===== src/hw/rtl/ifp_pkg.sv =====
`default_nettype none
package ifp_pkg;

  localparam int unsigned KW_COUNT   = 6;
  localparam int unsigned KW_MAX_LEN = 9;
  localparam int unsigned POS_W      = 4;
  localparam int unsigned FIFO_DEPTH = 4;

  localparam logic [POS_W-1:0] POS_MAX = '1;

  localparam logic [7:0] CH_OPEN  = 8'h28;
  localparam logic [7:0] CH_CLOSE = 8'h29;
  localparam logic [7:0] CH_SPACE = 8'h20;
  localparam logic [7:0] CH_NUL   = 8'h00;
  localparam logic [7:0] CH_BSL   = 8'h5C;

  typedef enum logic [1:0] {
    ST_OK         = 2'd0,
    ST_NO_OPEN    = 2'd1,
    ST_NOT_CLOSED = 2'd2
  } ifp_status_e;

  typedef enum logic [2:0] {
    CLS_OPEN,
    CLS_CLOSE,
    CLS_SPACE,
    CLS_NUL,
    CLS_OTHER
  } ifp_class_e;

  typedef struct packed {
    ifp_class_e cls;
    logic [7:0] ch;
    logic       last;
  } ifp_item_t;

  localparam logic [POS_W-1:0] KW_LEN [KW_COUNT] = '{
    4'd9, 4'd8, 4'd6, 4'd8, 4'd5, 4'd7
  };

  localparam logic [7:0] KW_TEXT [KW_COUNT][KW_MAX_LEN] = '{
    '{CH_BSL, "a", "n", "s", "w", "e", "r", "e", "d"},
    '{CH_BSL, "d", "e", "l", "e", "t", "e", "d", 8'h00},
    '{CH_BSL, "d", "r", "a", "f", "t", 8'h00, 8'h00, 8'h00},
    '{CH_BSL, "f", "l", "a", "g", "g", "e", "d", 8'h00},
    '{CH_BSL, "s", "e", "e", "n", 8'h00, 8'h00, 8'h00, 8'h00},
    '{CH_BSL, "r", "e", "c", "e", "n", "t", 8'h00, 8'h00}
  };

endpackage
`default_nettype wire


===== src/hw/rtl/imap_flag_list_parser.sv =====
// IMAP flag list parser.
// Slave stream s_axis carries the list text one byte per transfer; tlast
// marks the final byte of the buffer. Master stream m_axis carries one
// result per finished list: tdata holds the six flag bits (answered,
// deleted, draft, flagged, seen, recent from bit 0 up), tuser the status
// (0 ok, 1 no opening parenthesis, 2 list not closed; flags zero on error).
// A byte that ends a list or raises an error gives exactly one result;
// all other bytes give none.
// Throughput is one byte per cycle while the result register is not held
// by m_axis_tready: the classify stage, the four-entry queue and the parser each handle one byte a cycle.
// A byte is registered in the classify stage, written into the queue and
// parsed from the queue head; the result register then drives m_axis_tvalid.
// When m_axis_tready is low the result register holds and the parser
// stalls on the next byte; the queue and the classify stage hold up to
// five bytes, the stalled one included, before s_axis_tready falls.
// Reset (rst_ni low) empties the queue, drops any pending result and
// leaves the parser waiting for an opening parenthesis.
`default_nettype none
module imap_flag_list_parser
  import ifp_pkg::*;
(
  input  wire logic       clk_i,
  input  wire logic       rst_ni,
  input  wire logic       s_axis_tvalid,
  output logic            s_axis_tready,
  input  wire logic [7:0] s_axis_tdata,   // [7:0] in_byte
  input  wire logic       s_axis_tlast,
  output logic            m_axis_tvalid,
  input  wire logic       m_axis_tready,
  output logic [7:0]      m_axis_tdata,   // [5:0] flag_bits, [7:6] zero
  output logic [1:0]      m_axis_tuser    // [1:0] parse_status
);

  logic      fr_valid, fr_ready, q_valid, q_ready;
  ifp_item_t fr_item, q_item;
  logic [5:0] flag_bits;

  ifp_front u_front (
    .clk_i        (clk_i),
    .rst_ni       (rst_ni),
    .in_valid_i   (s_axis_tvalid),
    .in_ready_o   (s_axis_tready),
    .in_byte_i    (s_axis_tdata),
    .in_last_i    (s_axis_tlast),
    .item_valid_o (fr_valid),
    .item_ready_i (fr_ready),
    .item_o       (fr_item)
  );

  ifp_fifo u_fifo (
    .clk_i        (clk_i),
    .rst_ni       (rst_ni),
    .push_valid_i (fr_valid),
    .push_ready_o (fr_ready),
    .push_item_i  (fr_item),
    .pop_valid_o  (q_valid),
    .pop_ready_i  (q_ready),
    .pop_item_o   (q_item)
  );

  ifp_back u_back (
    .clk_i          (clk_i),
    .rst_ni         (rst_ni),
    .item_valid_i   (q_valid),
    .item_ready_o   (q_ready),
    .item_i         (q_item),
    .out_valid_o    (m_axis_tvalid),
    .out_ready_i    (m_axis_tready),
    .flag_bits_o    (flag_bits),
    .parse_status_o (m_axis_tuser)
  );

  assign m_axis_tdata = {2'b00, flag_bits};

endmodule
`default_nettype wire


===== src/hw/rtl/ifp_front.sv =====
`default_nettype none
module ifp_front
  import ifp_pkg::*;
(
  input  wire logic      clk_i,
  input  wire logic      rst_ni,
  input  wire logic      in_valid_i,
  output logic           in_ready_o,
  input  wire logic [7:0] in_byte_i,
  input  wire logic      in_last_i,
  output logic           item_valid_o,
  input  wire logic      item_ready_i,
  output ifp_item_t      item_o
);

  logic      valid_q, valid_d;
  ifp_item_t item_q, item_d;
  logic      take;

  assign in_ready_o = !valid_q || item_ready_i;
  assign take       = in_valid_i && in_ready_o;

  always_comb begin
    item_d = item_q;
    valid_d = valid_q;
    if (item_ready_i) begin
      valid_d = 1'b0;
    end
    if (take) begin
      valid_d = 1'b1;
      item_d.last = in_last_i;
      item_d.ch = in_byte_i;
      if (in_byte_i >= "A" && in_byte_i <= "Z") begin
        item_d.ch = in_byte_i + 8'd32;
      end
      case (in_byte_i)
        CH_OPEN:  item_d.cls = CLS_OPEN;
        CH_CLOSE: item_d.cls = CLS_CLOSE;
        CH_SPACE: item_d.cls = CLS_SPACE;
        CH_NUL:   item_d.cls = CLS_NUL;
        default:  item_d.cls = CLS_OTHER;
      endcase
    end
  end

  always_ff @(posedge clk_i or negedge rst_ni) begin
    if (!rst_ni) begin
      valid_q <= 1'b0;
    end else begin
      valid_q <= valid_d;
    end
  end

  always_ff @(posedge clk_i) begin
    item_q <= item_d;
  end

  assign item_valid_o = valid_q;
  assign item_o       = item_q;

endmodule
`default_nettype wire


===== src/hw/rtl/ifp_fifo.sv =====
`default_nettype none
module ifp_fifo
  import ifp_pkg::*;
(
  input  wire logic      clk_i,
  input  wire logic      rst_ni,
  input  wire logic      push_valid_i,
  output logic           push_ready_o,
  input  wire ifp_item_t push_item_i,
  output logic           pop_valid_o,
  input  wire logic      pop_ready_i,
  output ifp_item_t      pop_item_o
);

  localparam int unsigned PTR_W = $clog2(FIFO_DEPTH);
  localparam int unsigned CNT_W = $clog2(FIFO_DEPTH + 1);
  localparam logic [CNT_W-1:0] CNT_FULL = CNT_W'(FIFO_DEPTH);

  ifp_item_t        mem_q [FIFO_DEPTH];
  logic [PTR_W-1:0] wr_q, wr_d, rd_q, rd_d;
  logic [CNT_W-1:0] cnt_q, cnt_d;
  logic             push, pop;

  assign push_ready_o = cnt_q != CNT_FULL;
  assign pop_valid_o  = cnt_q != '0;
  assign push = push_valid_i && push_ready_o;
  assign pop  = pop_valid_o && pop_ready_i;
  assign pop_item_o = mem_q[rd_q];

  always_comb begin
    wr_d  = push ? PTR_W'(wr_q + 1'b1) : wr_q;
    rd_d  = pop ? PTR_W'(rd_q + 1'b1) : rd_q;
    cnt_d = cnt_q;
    if (push && !pop) begin
      cnt_d = cnt_q + 1'b1;
    end else if (pop && !push) begin
      cnt_d = cnt_q - 1'b1;
    end
  end

  always_ff @(posedge clk_i or negedge rst_ni) begin
    if (!rst_ni) begin
      wr_q  <= '0;
      rd_q  <= '0;
      cnt_q <= '0;
    end else begin
      wr_q  <= wr_d;
      rd_q  <= rd_d;
      cnt_q <= cnt_d;
    end
  end

  always_ff @(posedge clk_i) begin
    if (push) begin
      mem_q[wr_q] <= push_item_i;
    end
  end

  assert property (@(posedge clk_i) disable iff (!rst_ni) cnt_q <= CNT_FULL)
    else $error("queue count overflow");
  assert property (@(posedge clk_i) disable iff (!rst_ni)
                   (cnt_q == '0) |-> (wr_q == rd_q))
    else $error("empty queue with unequal pointers");
  assert property (@(posedge clk_i) disable iff (!rst_ni)
                   (push && !pop) |=> (cnt_q == $past(cnt_q) + 1'b1))
    else $error("queue count missed a push");

endmodule
`default_nettype wire


===== src/hw/rtl/ifp_back.sv =====
`default_nettype none
module ifp_back
  import ifp_pkg::*;
(
  input  wire logic       clk_i,
  input  wire logic       rst_ni,
  input  wire logic       item_valid_i,
  output logic            item_ready_o,
  input  wire ifp_item_t  item_i,
  output logic            out_valid_o,
  input  wire logic       out_ready_i,
  output logic [5:0]      flag_bits_o,
  output logic [1:0]      parse_status_o
);

  logic              in_list_q, in_list_d;
  logic [POS_W-1:0]  pos_q, pos_d;
  logic [5:0]        alive_q, alive_d;
  logic [5:0]        acc_q, acc_d;
  logic              out_valid_q, out_valid_d;
  logic [5:0]        flags_q, flags_d;
  ifp_status_e       status_q, status_d;
  logic              pop, emit;
  logic [5:0]        match, pick;

  assign item_ready_o = !out_valid_q || out_ready_i;
  assign pop = item_valid_i && item_ready_o;

  always_comb begin
    for (int k = 0; k < KW_COUNT; k++) begin
      match[k] = (pos_q < KW_LEN[k]) &&
                 (KW_TEXT[k][pos_q] == item_i.ch);
    end
    pick = (pos_q != '0) ? (alive_q & (~alive_q + 6'd1)) : 6'd0;
  end

  always_comb begin
    in_list_d   = in_list_q;
    pos_d       = pos_q;
    alive_d     = alive_q;
    acc_d       = acc_q;
    flags_d     = flags_q;
    status_d    = status_q;
    emit        = 1'b0;
    out_valid_d = out_valid_q && !out_ready_i;
    if (pop) begin
      if (!in_list_q) begin
        if (item_i.cls != CLS_OPEN) begin
          emit = 1'b1;
          flags_d = 6'd0;
          status_d = ST_NO_OPEN;
        end else if (item_i.last) begin
          emit = 1'b1;
          flags_d = 6'd0;
          status_d = ST_NOT_CLOSED;
        end else begin
          in_list_d = 1'b1;
          acc_d = 6'd0;
          pos_d = '0;
          alive_d = '1;
        end
      end else if (item_i.cls == CLS_CLOSE) begin
        emit = 1'b1;
        flags_d = acc_q | pick;
        status_d = ST_OK;
      end else if (item_i.cls == CLS_NUL || item_i.last) begin
        emit = 1'b1;
        flags_d = 6'd0;
        status_d = ST_NOT_CLOSED;
      end else if (item_i.cls == CLS_SPACE) begin
        acc_d = acc_q | pick;
        pos_d = '0;
        alive_d = '1;
      end else begin
        alive_d = alive_q & match;
        if (pos_q != POS_MAX) begin
          pos_d = pos_q + 1'b1;
        end
      end
      if (emit) begin
        out_valid_d = 1'b1;
        in_list_d = 1'b0;
        acc_d = 6'd0;
        pos_d = '0;
        alive_d = '1;
      end
    end
  end

  always_ff @(posedge clk_i or negedge rst_ni) begin
    if (!rst_ni) begin
      in_list_q   <= 1'b0;
      pos_q       <= '0;
      alive_q     <= '1;
      acc_q       <= 6'd0;
      out_valid_q <= 1'b0;
    end else begin
      in_list_q   <= in_list_d;
      pos_q       <= pos_d;
      alive_q     <= alive_d;
      acc_q       <= acc_d;
      out_valid_q <= out_valid_d;
    end
  end

  always_ff @(posedge clk_i) begin
    flags_q  <= flags_d;
    status_q <= status_d;
  end

  assign out_valid_o    = out_valid_q;
  assign flag_bits_o    = flags_q;
  assign parse_status_o = status_q;

  assert property (@(posedge clk_i) disable iff (!rst_ni)
                   (out_valid_q && status_q != ST_OK) |-> (flags_q == 6'd0))
    else $error("error result carries flags");
  assert property (@(posedge clk_i) disable iff (!rst_ni)
                   (pop && emit) |=> (!in_list_q && acc_q == 6'd0))
    else $error("parser did not rearm after result");
  assert property (@(posedge clk_i) disable iff (!rst_ni)
                   (pos_q == '0) |-> (alive_q == 6'h3F))
    else $error("empty token with pruned keywords");

endmodule
`default_nettype wire

===== config.mk =====
export PLATFORM = sky130hd
export DESIGN_NAME = imap_flag_list_parser
export DESIGN_NICKNAME = d
export VERILOG_FILES = /design/src/hw/rtl/ifp_pkg.sv /design/src/hw/rtl/imap_flag_list_parser.sv /design/src/hw/rtl/ifp_front.sv /design/src/hw/rtl/ifp_fifo.sv /design/src/hw/rtl/ifp_back.sv
export SDC_FILE = /design/constraint.sdc
export NUM_CORES = 1
export LEC_CHECK = 0
export CAP_MARGIN = 10
export CORE_MARGIN = 2
export CORE_UTILIZATION = 50
export DETAILED_ROUTE_END_ITERATION = 12
export DONT_BUFFER_PORTS = 1
export PLACE_DENSITY = 0.67
export SETUP_SLACK_MARGIN = 0.2
export SLEW_MARGIN = 10
export SYNTH_ARGS = -nofsm -noshare
export SYNTH_HDL_FRONTEND = slang
export SYNTH_SLANG_ARGS = --single-unit

===== constraint.sdc =====
create_clock -name clk_i -period 2.4 [get_ports clk_i]
set_clock_uncertainty 0.2 [all_clocks]
set_input_delay 0.36 -clock clk_i [delete_from_list [all_inputs] [get_ports clk_i]]
set_output_delay 0.36 -clock clk_i [all_outputs]
set_load 0.01 [all_outputs]

# Yosys cells after proc, flatten, opt, wreduce, memory -nomap -nowiden
# Memories as Yosys holds them, arrays and structs flattened.
# Cells that the tools add are included.
dict set report classes {
  addsub 7
  magnitude_cmp 8
  mul 0
  n_eq_ne 21
  n_shift 0
  mux 65
  div 0
  bitwise 5
  reduce_logical 32
}
# op count
set op_table {}
lappend op_table {{$mux 6} 20}
lappend op_table {{$mux 8} 13}
lappend op_table {{$eq 8x8->1} 6}
lappend op_table {{$mux 4} 8}
lappend op_table {{$eq 8x6->1 const B} 3}
lappend op_table {{$ne 3x3->1 const B} 6}
lappend op_table {{$mux 1} 16}
lappend op_table {{$logic_and 1x1->1} 13}
lappend op_table {{$and 6x6->6} 2}
lappend op_table {{$lt 4x3->1 const B} 3}
lappend op_table {{$pmux 3 s4} 1}
lappend op_table {{$reduce_and 6->1} 2}
lappend op_table {{$mux 2} 5}
lappend op_table {{$reduce_bool 3->1} 3}
lappend op_table {{$add 8x6->8 const B} 1}
lappend op_table {{$ge 8x7->1 const B} 1}
lappend op_table {{$le 8x7->1 const B} 1}
lappend op_table {{$logic_not 8->1} 1}
lappend op_table {{$lt 4x4->1 const B} 2}
lappend op_table {{$ne 4x4->1 const B} 2}
lappend op_table {{$add 6x1->6 const B} 1}
lappend op_table {{$eq 3x2->1 const B} 2}
lappend op_table {{$mux 3} 2}
lappend op_table {{$not 6->6} 1}
lappend op_table {{other kinds (15)} 23}
dict set report totals {
  wordCells 159
  register_bits 46
  rom_bits 768
  n_memories 7
  latchBits 0
  ramBits 48
}
# memory depth word_bits read_ports rd_clocked_by_memory_dff write_ports line
set mem_list {}
lappend mem_list {{(name not given)} 16 8 1 0 0 ifp_back.sv:32} ;# (KW_TEXT[k][pos_q] == item_i.ch);
lappend mem_list {{(name not given)} 16 8 1 0 0 ifp_back.sv:32}
lappend mem_list {{(name not given)} 16 8 1 0 0 ifp_back.sv:32}
lappend mem_list {{(name not given)} 16 8 1 0 0 ifp_back.sv:32}
lappend mem_list {{(name not given)} 16 8 1 0 0 ifp_back.sv:32}
lappend mem_list {{(name not given)} 16 8 1 0 0 ifp_back.sv:32}
lappend mem_list {{1 more memories} -- -- -- -- -- --}

# Logic depth before layout (Yosys ltp)
# Gate-level depths: netlist of run 1.
dict set report depth {
  depth_word 12
  depth_mapped 9
}

# Modules after synthesis
# A second synthesis of run 1 with hierarchy kept.
dict set report unflattened {
  hier_cells 384
  hier_area_um2 4860.9
}
# mod cells_each area_per_inst_um2 seq_area_each_um2 instances
set modules_own_cells {}
lappend modules_own_cells {ifp_fifo 98 2174.6 1616.6 1}
lappend modules_own_cells {ifp_back 248 2124.5 698.2 1}
lappend modules_own_cells {ifp_front 35 543.0 385.4 1}
lappend modules_own_cells {imap_flag_list_parser 3 18.8 0.0 1}

# Worst setup path before layout of run 1
# No wires, ideal clock.
dict set report synth_timing {
  path_kind {register -> register}
  start {register u_back.pos_q[0]}
  end {register u_back.flags_q[5], in the netlist u_back.flag_bits_o[5] (data pin)}
  required_time_ns 2.059
  setup_ns 0.141
  setup_slack_ns -0.181
  path_stages_with_launch 9
  arrival_time_ns 2.240
  path_cell_list {dfrtp_1 clkbuf_1 inv_1 ha_1 clkbuf_1 a2111oi_0 nor4bb_1 nor2_1 nor2_1}
}
dict set report synth_between {
  elab_chain_len 5
}
# item line
set synth_rtl {}
lappend synth_rtl {{from (decl)} ifp_back.sv:17} ;# logic [POS_W-1:0] pos_q, pos_d;
lappend synth_rtl {{from (signal assigned)} ifp_back.sv:99} ;# pos_q <= pos_d;
lappend synth_rtl {{$reduce_bool 4->1} ifp_back.sv:34} ;# pick = (pos_q != '0) ? (alive_q & (~alive_q + 6'd1)) : 6'd0;
lappend synth_rtl {{$mux 6} ifp_back.sv:34}
lappend synth_rtl {{$or 6x6->6} ifp_back.sv:64} ;# flags_d = acc_q | pick;
lappend synth_rtl {{$mux 6} ifp_back.sv:62} ;# end else if (item_i.cls == CLS_CLOSE) begin
lappend synth_rtl {{$mux 6} ifp_back.sv:47} ;# if (!in_list_q) begin
lappend synth_rtl {{to (signal assigned)} ifp_back.sv:107} ;# flags_q <= flags_d;
lappend synth_rtl {{to (decl)} ifp_back.sv:21} ;# logic [5:0] flags_q, flags_d;
# Every way passes these cells.
# A chain may end at the register's enable or synchronous reset.

# Worst setup path in the final report of run 1
dict set report layout_timing {
  start {register u_fifo.rd_q[0]}
  end {register u_back.alive_q[5]}
}
dict set report layout_between {
  elab_chain_len 9
  elab_cells_between_ends 25
  cone_classes {eq/ne (8); mux (11); bitwise (1); reduce/logical (4); memory (1)}
}
# item line
set layout_rtl {}
lappend layout_rtl {{from (decl)} ifp_fifo.sv:20} ;# logic [PTR_W-1:0] wr_q, wr_d, rd_q, rd_d;
lappend layout_rtl {{from (signal assigned)} ifp_fifo.sv:48} ;# rd_q <= rd_d;
lappend layout_rtl {{$mem_v2 4x12 *} --}
lappend layout_rtl {{$eq 3x2->1 / $eq 8x8->1 (equally long branches)} {ifp_back.sv:66, ifp_back.sv:32}}
lappend layout_rtl {{$logic_or 1x1->1 / $logic_and 1x1->1 (equally long branches)} {ifp_back.sv:66, ifp_back.sv:31}}
lappend layout_rtl {{$mux 1 / $and 6x6->6 (equally long branches)} {ifp_back.sv:66, ifp_back.sv:75}}
lappend layout_rtl {{$mux 1 / $mux 6 (equally long branches)} {ifp_back.sv:62, ifp_back.sv:70}}
lappend layout_rtl {{$mux 1 / $mux 6 (equally long branches)} {ifp_back.sv:47, ifp_back.sv:66}}
lappend layout_rtl {{$mux 1 / $mux 6 (equally long branches)} {ifp_back.sv:46, ifp_back.sv:62}}
lappend layout_rtl {{$ne 3x3->1 (no line) (tied with other cells)} --}
lappend layout_rtl {{$reduce_and 5->1 (no line) / $mux 6 (equally long branches)} --}
lappend layout_rtl {{to (signal assigned)} ifp_back.sv:100} ;# alive_q <= alive_d;
lappend layout_rtl {{to (decl)} ifp_back.sv:18} ;# logic [5:0] alive_q, alive_d;
# Every way passes the cells marked *; elsewhere a longest branch is shown, timed or not. The select of a mux whose other input is x is not followed.

==> flow_metrics.py, run 1 <==
metrics = {
    "status": {
        "outcome": "completed",
    },
    "power": {
        "power.internal_mw": 4.81,
        "seqPwrFrac_pct": 33.0,
        "p_leak_nw": 2.27,
        "p_comb_share_pct": 52.5,
        "peakVddDrop_mv": 0.695,
        "p_sw_mw": 2.99,
        "clockPowerShare_pct": 14.5,
        "powerDensity_nw_per_um2": 1260,
        "p_sw_share_pct": 38.3,
        "fin_total_pwr_mw": 7.80,
    },
    "floorplanning": {
        "core_sq_um": 9640,
        "rows": 36,
        "ios": 25,
        "die_w_microns": 103,
        "floorplan.initialDensity_pct": 51.0,
        "die_y_microns": 103,
        "fp.dieArea_sq_um": 10600,
    },
    "cells_and_area": {
        "diodes": 0,
        "area_growth_pct": 26.3,
        "design_area_sq_um": 6200,
        "nNetsFinal": 491,
        "drive_gt1_share_pct": 36.0,
        "final_cells": 602,
        "final_core_util_pct": 64.4,
    },
    "critical_path": {
        "critPathKind": "flip-flop to flip-flop",
        "rrSetupSlack_ns": 0.03,
        "startpoint": "u_fifo.rd_q[0]$_DFFE_PN0P_",
        "crit_buf_inv": 1,
        "crit_fanout": 6,
        "reg2reg_depth": 5,
        "slowest_delay_ns": 0.47,
        "r2r_start": "u_fifo.rd_q[0]$_DFFE_PN0P_",
        "cp-start-kind": "flip-flop",
        "crit_cells": 5,
        "reg2reg_to": "u_back.alive_q[5]$_DFFE_PN1P_",
        "endpoint_kind": "flip-flop",
        "cpMaxStageDelayCell": "dfrtp_2",
        "arrival_ns": 2.45,
        "worstPathRequired_ns": 2.48,
        "crit_end": "u_back.alive_q[5]$_DFFE_PN1P_",
        "crit_path_cell_trace": "mux4_2 > buf_8 > or4bb_1 > o311a_1 > o41ai_2",
        "crit_family": "compound AO/OA/AOI/OAI gates",
    },
    "clocking": {
        "clk_latency_ns": 0.36,
        "path_clk_slew_ns": 0.11,
        "clockRootBuffer": "clkbuf_8",
        "cts-buffers-inserted": 9,
        "htreeDepth": 3,
        "cts_tree": "built",
        "cts.path.max_buffers": 2,
        "tritoncts_num_sinks": 94,
    },
    "logic_synthesis": {
        "synth_top_area_cell": "edfxtp_1",
        "synth_fa_ha_area_share_pct": 3.72,
        "synth_commonest_cells": "edfxtp_1 (68), nor2_1 (37), a21oi_1 (22), dfrtp_1 (20), nand2_1 (17)",
        "async_reset_ff_share_pct": 27.7,
        "ys.flop_type": "edfxtp_1",
        "netlist_instances": 400,
        "synth_mux_area_share_pct": 8.61,
        "avgSynthCellArea_sq_um": 12.3,
        "synth_compound_area_share_pct": 12.2,
        "synth_top_family_by_area": "simple AND/OR/NAND/NOR gates",
        "synth_xor_area_share_pct": 3.92,
        "synth_seq_area_share_pct": 55.0,
        "yosys.cell_count.top_type": "edfxtp_1",
        "synthTopCellsByArea": "edfxtp_1 (42%), dfrtp_1 (10%), mux4_1 (4.3%)",
        "synth_area_sq_um": 4910,
        "synth_edf_count": 68,
        "synth_top_area_share_pct": 41.6,
        "synthSimpleGateAreaFrac_pct": 12.7,
        "yosys_warnings": 0,
        "ys_ff_latch": 94,
        "synth.distinct_cells": 69,
    },
    "drt": {
        "wl_per_cell_microns": 18.4,
        "initialDrtViolationCount": 186,
        "vias_per_cell": 5.71,
        "vias": 3439,
        "drc": 0,
        "wl_microns": 11100,
        "drtAntennaViolNets": 0,
        "first_pass_iters": 4,
    },
    "sta": {
        "holdWs_ns": 0.0294,
        "timing.final.ws_setup_ns": 0.0277,
        "slew_violations": 0,
        "worst_slew_pin_slew_ns": 0.578,
        "tns_ns": 0,
        "hold_viol_final": 0,
        "finalCritPeriodShare_pct": 98.8,
        "min_period_ns": 2.37,
        "fmax_mhz": 422,
        "rsz0062_at_grt": "yes",
        "slew_headroom_pct": 61.4,
        "finalSetupViolCount": 0,
    },
    "global_routing": {
        "grt_pass1_vias": 3358,
        "grt_pass1_wl_microns": 17000,
        "grt_max_degree": 27,
        "antenna_found_initial": 0,
        "gr-total-overflow": 0,
        "grt_usage_pct": 21.1,
    },
    "min_path": {
        "hp-class": "input pin to flip-flop",
        "worstHoldPathCells": 2,
    },
    "job": {
        "maxCapViolCount": 0,
    },
    "place": {
        "pre_cts_ws_ns": -0.192,
        "portBuffers": 0,
        "place_congestion": 0.899,
        "placed_area_sq_um": 5380,
        "hpwl_microns": 7360,
        "dp.cells": 557,
    },
}
[metal layers]
metal	vias to the layer above	global-route usage [%]	wire, microns
li1	1618	-	-
met1	1706	27.3	4740
met2	90	35.8	5650
met3	25	3.93	420
met4	0	7.19	255
met5	-	0	0
[flip-flops by register name (all words and copies together), names as in the netlist]
signal / count
u_front.item_o: 12
u_fifo.mem_q: 48
u_back.flag_bits_o: 6
u_back.in_list_q: 1
u_back.parse_status_o: 2
u_back.pos_q: 4
u_front.item_valid_o: 1
u_fifo.rd_q: 2
u_back.out_valid_o: 1
u_back.acc_q: 6
u_fifo.wr_q: 2
u_back.alive_q: 6
u_fifo.cnt_q: 3
[power by group through the flow]
stage	logic (mW)	clock network [mW]	registers, mW
detailed placement	3.15	0	2.60
CTS	3.55	1.15	2.57
global route	4.41	1.21	2.63
global placement	3.08	0	2.56
finish	4.10	1.13	2.57
floorplan	2.21	0	2.47
[layout by cell type (no fill, tap or decap), types with 3 or more instances in the layout]
cell type and instances:
ha_2 3, mux2i_1 7, inv_8 3, dfrtp_1 17, o41ai_2 3, nor2_2 3, a21oi_1 18, xor2_1 10
nand2b_1 5, a21oi_2 4, or2_2 3, dfrtp_2 3, nor2_1 28, a31oi_1 9, o21ai_1 3, clkbuf_8 9
edfxtp_1 68, buf_4 46, dlygate4sd3_1 11, and2_1 6, or3_1 5, nor3_1 4, o21ai_0 12, nand3_1 7
nand2_1 14, inv_1 11, buf_6 13, nor2_4 6, mux2i_2 3, nor2b_1 8, buf_12 3, dfstp_2 6
ha_1 8, xnor2_1 10, nand4_1 4, mux4_2 11
[how the worst min path moves through the flow]
stage / slack [ns] / from / to
6_report: 0.03 / s_axis_tdata[3] / u_front.item_o[11]$_DFFE_PP_
5_1_grt: 0.03 / s_axis_tdata[6] / u_front.item_o[7]$_DFFE_PP_
4_1_cts: 0.02 / s_axis_tdata[3] / u_front.item_o[11]$_DFFE_PP_
3_5_place_dp: -0.13 / rst_ni / u_back.acc_q[4]$_DFFE_PN0P_
3_3_place_gp: -0.13 / rst_ni / u_back.pos_q[0]$_DFFE_PN0P_
2_1_floorplan: -0.14 / rst_ni / u_back.acc_q[0]$_DFFE_PN0P_
[area by class of cell]
class,instances,area (sq um)
Timing Repair Buffer,75,692
Fill cell,730,3440
Clock buffer,9,124
Tap cell,133,166
Sequential cell,94,2700
Multi-Input combinational cell,268,2350
Inverter,16,66.3
Clock inverter,7,97.6
[timing repair]
action / 4_1_cts / 5_1_grt
endpoints found under the setup margin: 34 / 34
gates cloned: 0 / 0
buffers inserted: 5 / 12
pin swaps: 18 / 24
hold buffers: 12 / 0
gates resized for setup: 39 / 50
endpoints found under the hold margin: 37 / 0
[cell families (layout without fill, tap and decap cells)]
group,Yosys count,count (layout)
fa+ha+maj,14,14
buf+inv,39,107
mux,24,24
other cells,1,2
xor+xnor,22,22
compound gates,89,89
simple gates,117,117
flops,94,94
Note: power is estimated with default switching activity, not from simulation.
==> run 2, diff against run 1 <==
--- a/config.mk
+++ b/config.mk
@@ -7,10 +7,10 @@
 export LEC_CHECK = 0
 export CAP_MARGIN = 10
 export CORE_MARGIN = 2
-export CORE_UTILIZATION = 50
+export CORE_UTILIZATION = 40
 export DETAILED_ROUTE_END_ITERATION = 12
 export DONT_BUFFER_PORTS = 1
-export PLACE_DENSITY = 0.67
+export PLACE_DENSITY = 0.55
 export SETUP_SLACK_MARGIN = 0.2
 export SLEW_MARGIN = 10
 export SYNTH_ARGS = -nofsm -noshare
==> run 2 against run 1 <==
  * The run now ends with negative setup slack left
  * Routed wire length is 6.1% higher
  * Sequential cell count stayed put
  * Power is 5.7% higher
  * Largest cell class unchanged
  * Sequential power hardly changed
  * Via count is 3.5% higher
  * Sequential share of layout area is 1.6 points lower
  * Maximum frequency is 1.2% lower
  * Critical path depth is 1 higher
  * Worst hold slack worse by 0.019 ns
  * Cell count is 4.5% higher
  * Core utilization is 11 points lower
==> flow_metrics.py, run 2 (same netlist as run 1, synthesis figures left out) <==
metrics = {
    "status": {
        "outcome": "finished, violations left",
        "violations": "negative setup slack",
    },
    "place": {
        "portBuffers": 0,
        "place_congestion": 0.855,
        "hpwl_microns": 7470,
        "dp.cells": 573,
        "pre_cts_ws_ns": -0.161,
        "placed_area_sq_um": 5410,
    },
    "global_routing": {
        "grt_usage_pct": 18.6,
        "gr-total-overflow": 0,
        "antenna_found_initial": 0,
        "grt_pass1_vias": 3492,
        "grt_pass1_wl_microns": 18600,
        "grt_max_degree": 27,
    },
    "floorplanning": {
        "floorplan.initialDensity_pct": 40.9,
        "rows": 40,
        "fp.dieArea_sq_um": 13200,
        "core_sq_um": 12000,
        "die_y_microns": 115,
        "die_w_microns": 115,
        "ios": 25,
    },
    "sta": {
        "timing.final.ws_setup_ns": -0.000361,
        "fmax_mhz": 417,
        "slew_violations": 0,
        "min_period_ns": 2.40,
        "hold_viol_final": 0,
        "slew_headroom_pct": 62.1,
        "rsz0062_at_grt": "yes",
        "worst_slew_pin_slew_ns": 0.568,
        "finalSetupViolCount": 1,
        "finalCritPeriodShare_pct": 100,
        "tns_ns": -0.000361,
        "holdWs_ns": 0.0101,
    },
    "power": {
        "powerDensity_nw_per_um2": 1280,
        "p_leak_nw": 2.38,
        "peakVddDrop_mv": 0.566,
        "fin_total_pwr_mw": 8.25,
    },
    "cells_and_area": {
        "nNetsFinal": 504,
        "final_core_util_pct": 53.6,
        "drive_gt1_share_pct": 36.5,
        "layout_common_cells": "edfxtp_1 (68), buf_4 (60), nor2_1 (35), dfrtp_1 (18), a21oi_1 (17)",
        "diodes": 0,
        "largest_register": "u_fifo.mem_q",
        "design_area_sq_um": 6430,
        "area_growth_pct": 30.9,
        "largest_reg_flops": 48,
        "mostFrequentLayoutCell": "edfxtp_1",
        "final_cells": 629,
    },
    "drt": {
        "routed.top_layer": "met4",
        "first_pass_iters": 4,
        "route.met3.wl_microns": 626,
        "initialDrtViolationCount": 254,
        "vias_per_cell": 5.66,
        "vias": 3559,
        "wl_met1_microns": 5110,
        "drc": 0,
        "wl_microns": 11700,
        "drtAntennaViolNets": 0,
        "wl_per_cell_microns": 18.7,
        "wl_met2_microns": 5620,
    },
    "clocking": {
        "htreeDepth": 3,
        "cts.path.max_buffers": 2,
        "path_clk_slew_ns": 0.07,
        "cts_tree": "built",
        "tritoncts_num_sinks": 94,
        "clk_latency_ns": 0.35,
        "cts-buffers-inserted": 9,
        "clockRootBuffer": "clkbuf_16",
    },
    "job": {
        "maxCapViolCount": 0,
    },
    "min_path": {
        "hp-class": "input pin to flip-flop",
        "hp-start": "s_axis_tdata[0]",
    },
    "critical_path": {
        "critPathKind": "flip-flop to flip-flop",
        "cp-start-kind": "flip-flop",
        "startpoint": "u_fifo.rd_q[0]$_DFFE_PN0P_",
        "arrival_ns": 2.46,
        "endpoint_kind": "flip-flop",
        "crit_fanout": 6,
        "worstPathRequired_ns": 2.46,
        "r2r_start": "u_fifo.rd_q[0]$_DFFE_PN0P_",
    },
}
[run 2: area by class of cell]
cell class | count | area [sq um]
fill | 1000 | 5580
sequential | 94 | 2700
multi-input combinational | 269 | 2380
timing repair buffer | 87 | 803
clock buffer | 9 | 225
tap | 147 | 184
clock inverter | 7 | 70.1
inverter | 16 | 66.3
[run 2: timing repair]
action | CTS | global route
pin swaps | 18 | 22
setup endpoints to repair | 34 | 35
gates resized for setup | 41 | 42
gates cloned | 1 | 1
buffers inserted | 14 | 13
hold buffers | 11 | 0
hold endpoints to repair | 36 | 0
[run 2: worst paths after layout]
check	to	slack, ns	cells past startpoint
max in group asynchronous	u_back.alive_q[1]$_DFFE_PN1P_	1.48	2
setup reg to reg	u_back.alive_q[5]$_DFFE_PN1P_	-0.0004	6
setup / recovery	u_back.alive_q[5]$_DFFE_PN1P_	-0.0004	6
min in group asynchronous	u_back.pos_q[2]$_DFFE_PN0P_	0.26	2
hold / removal	u_front.item_o[10]$_DFFE_PP_	0.01	1
hold reg to reg	u_fifo.mem_q[0][9]$_DFFE_PP_	0.30	0
[run 2: worst max-delay path, stage by stage (launching register included)]
cell,delay (ns)
dfrtp_2,0.47
buf_12,0.14
mux4_2,0.55
buf_6,0.16
or3_1,0.33
o311a_1,0.14
o41ai_2,0.33
[run 2: power by group]
part	switching (mW)	total [mW]	internal, mW
Combinational	2.11	4.25	2.14
Clock	0.615	1.42	0.808
Sequential	0.322	2.58	2.26
Total	3.05	8.25	5.20
[run 2: per-layer routing]
metal / GRT usage (%) / vias up
li1: - / 1659
met1: 24.8 / 1759
met2: 29.0 / 107
met3: 4.01 / 34
met4: 8.92 / 0
met5: 0 / -
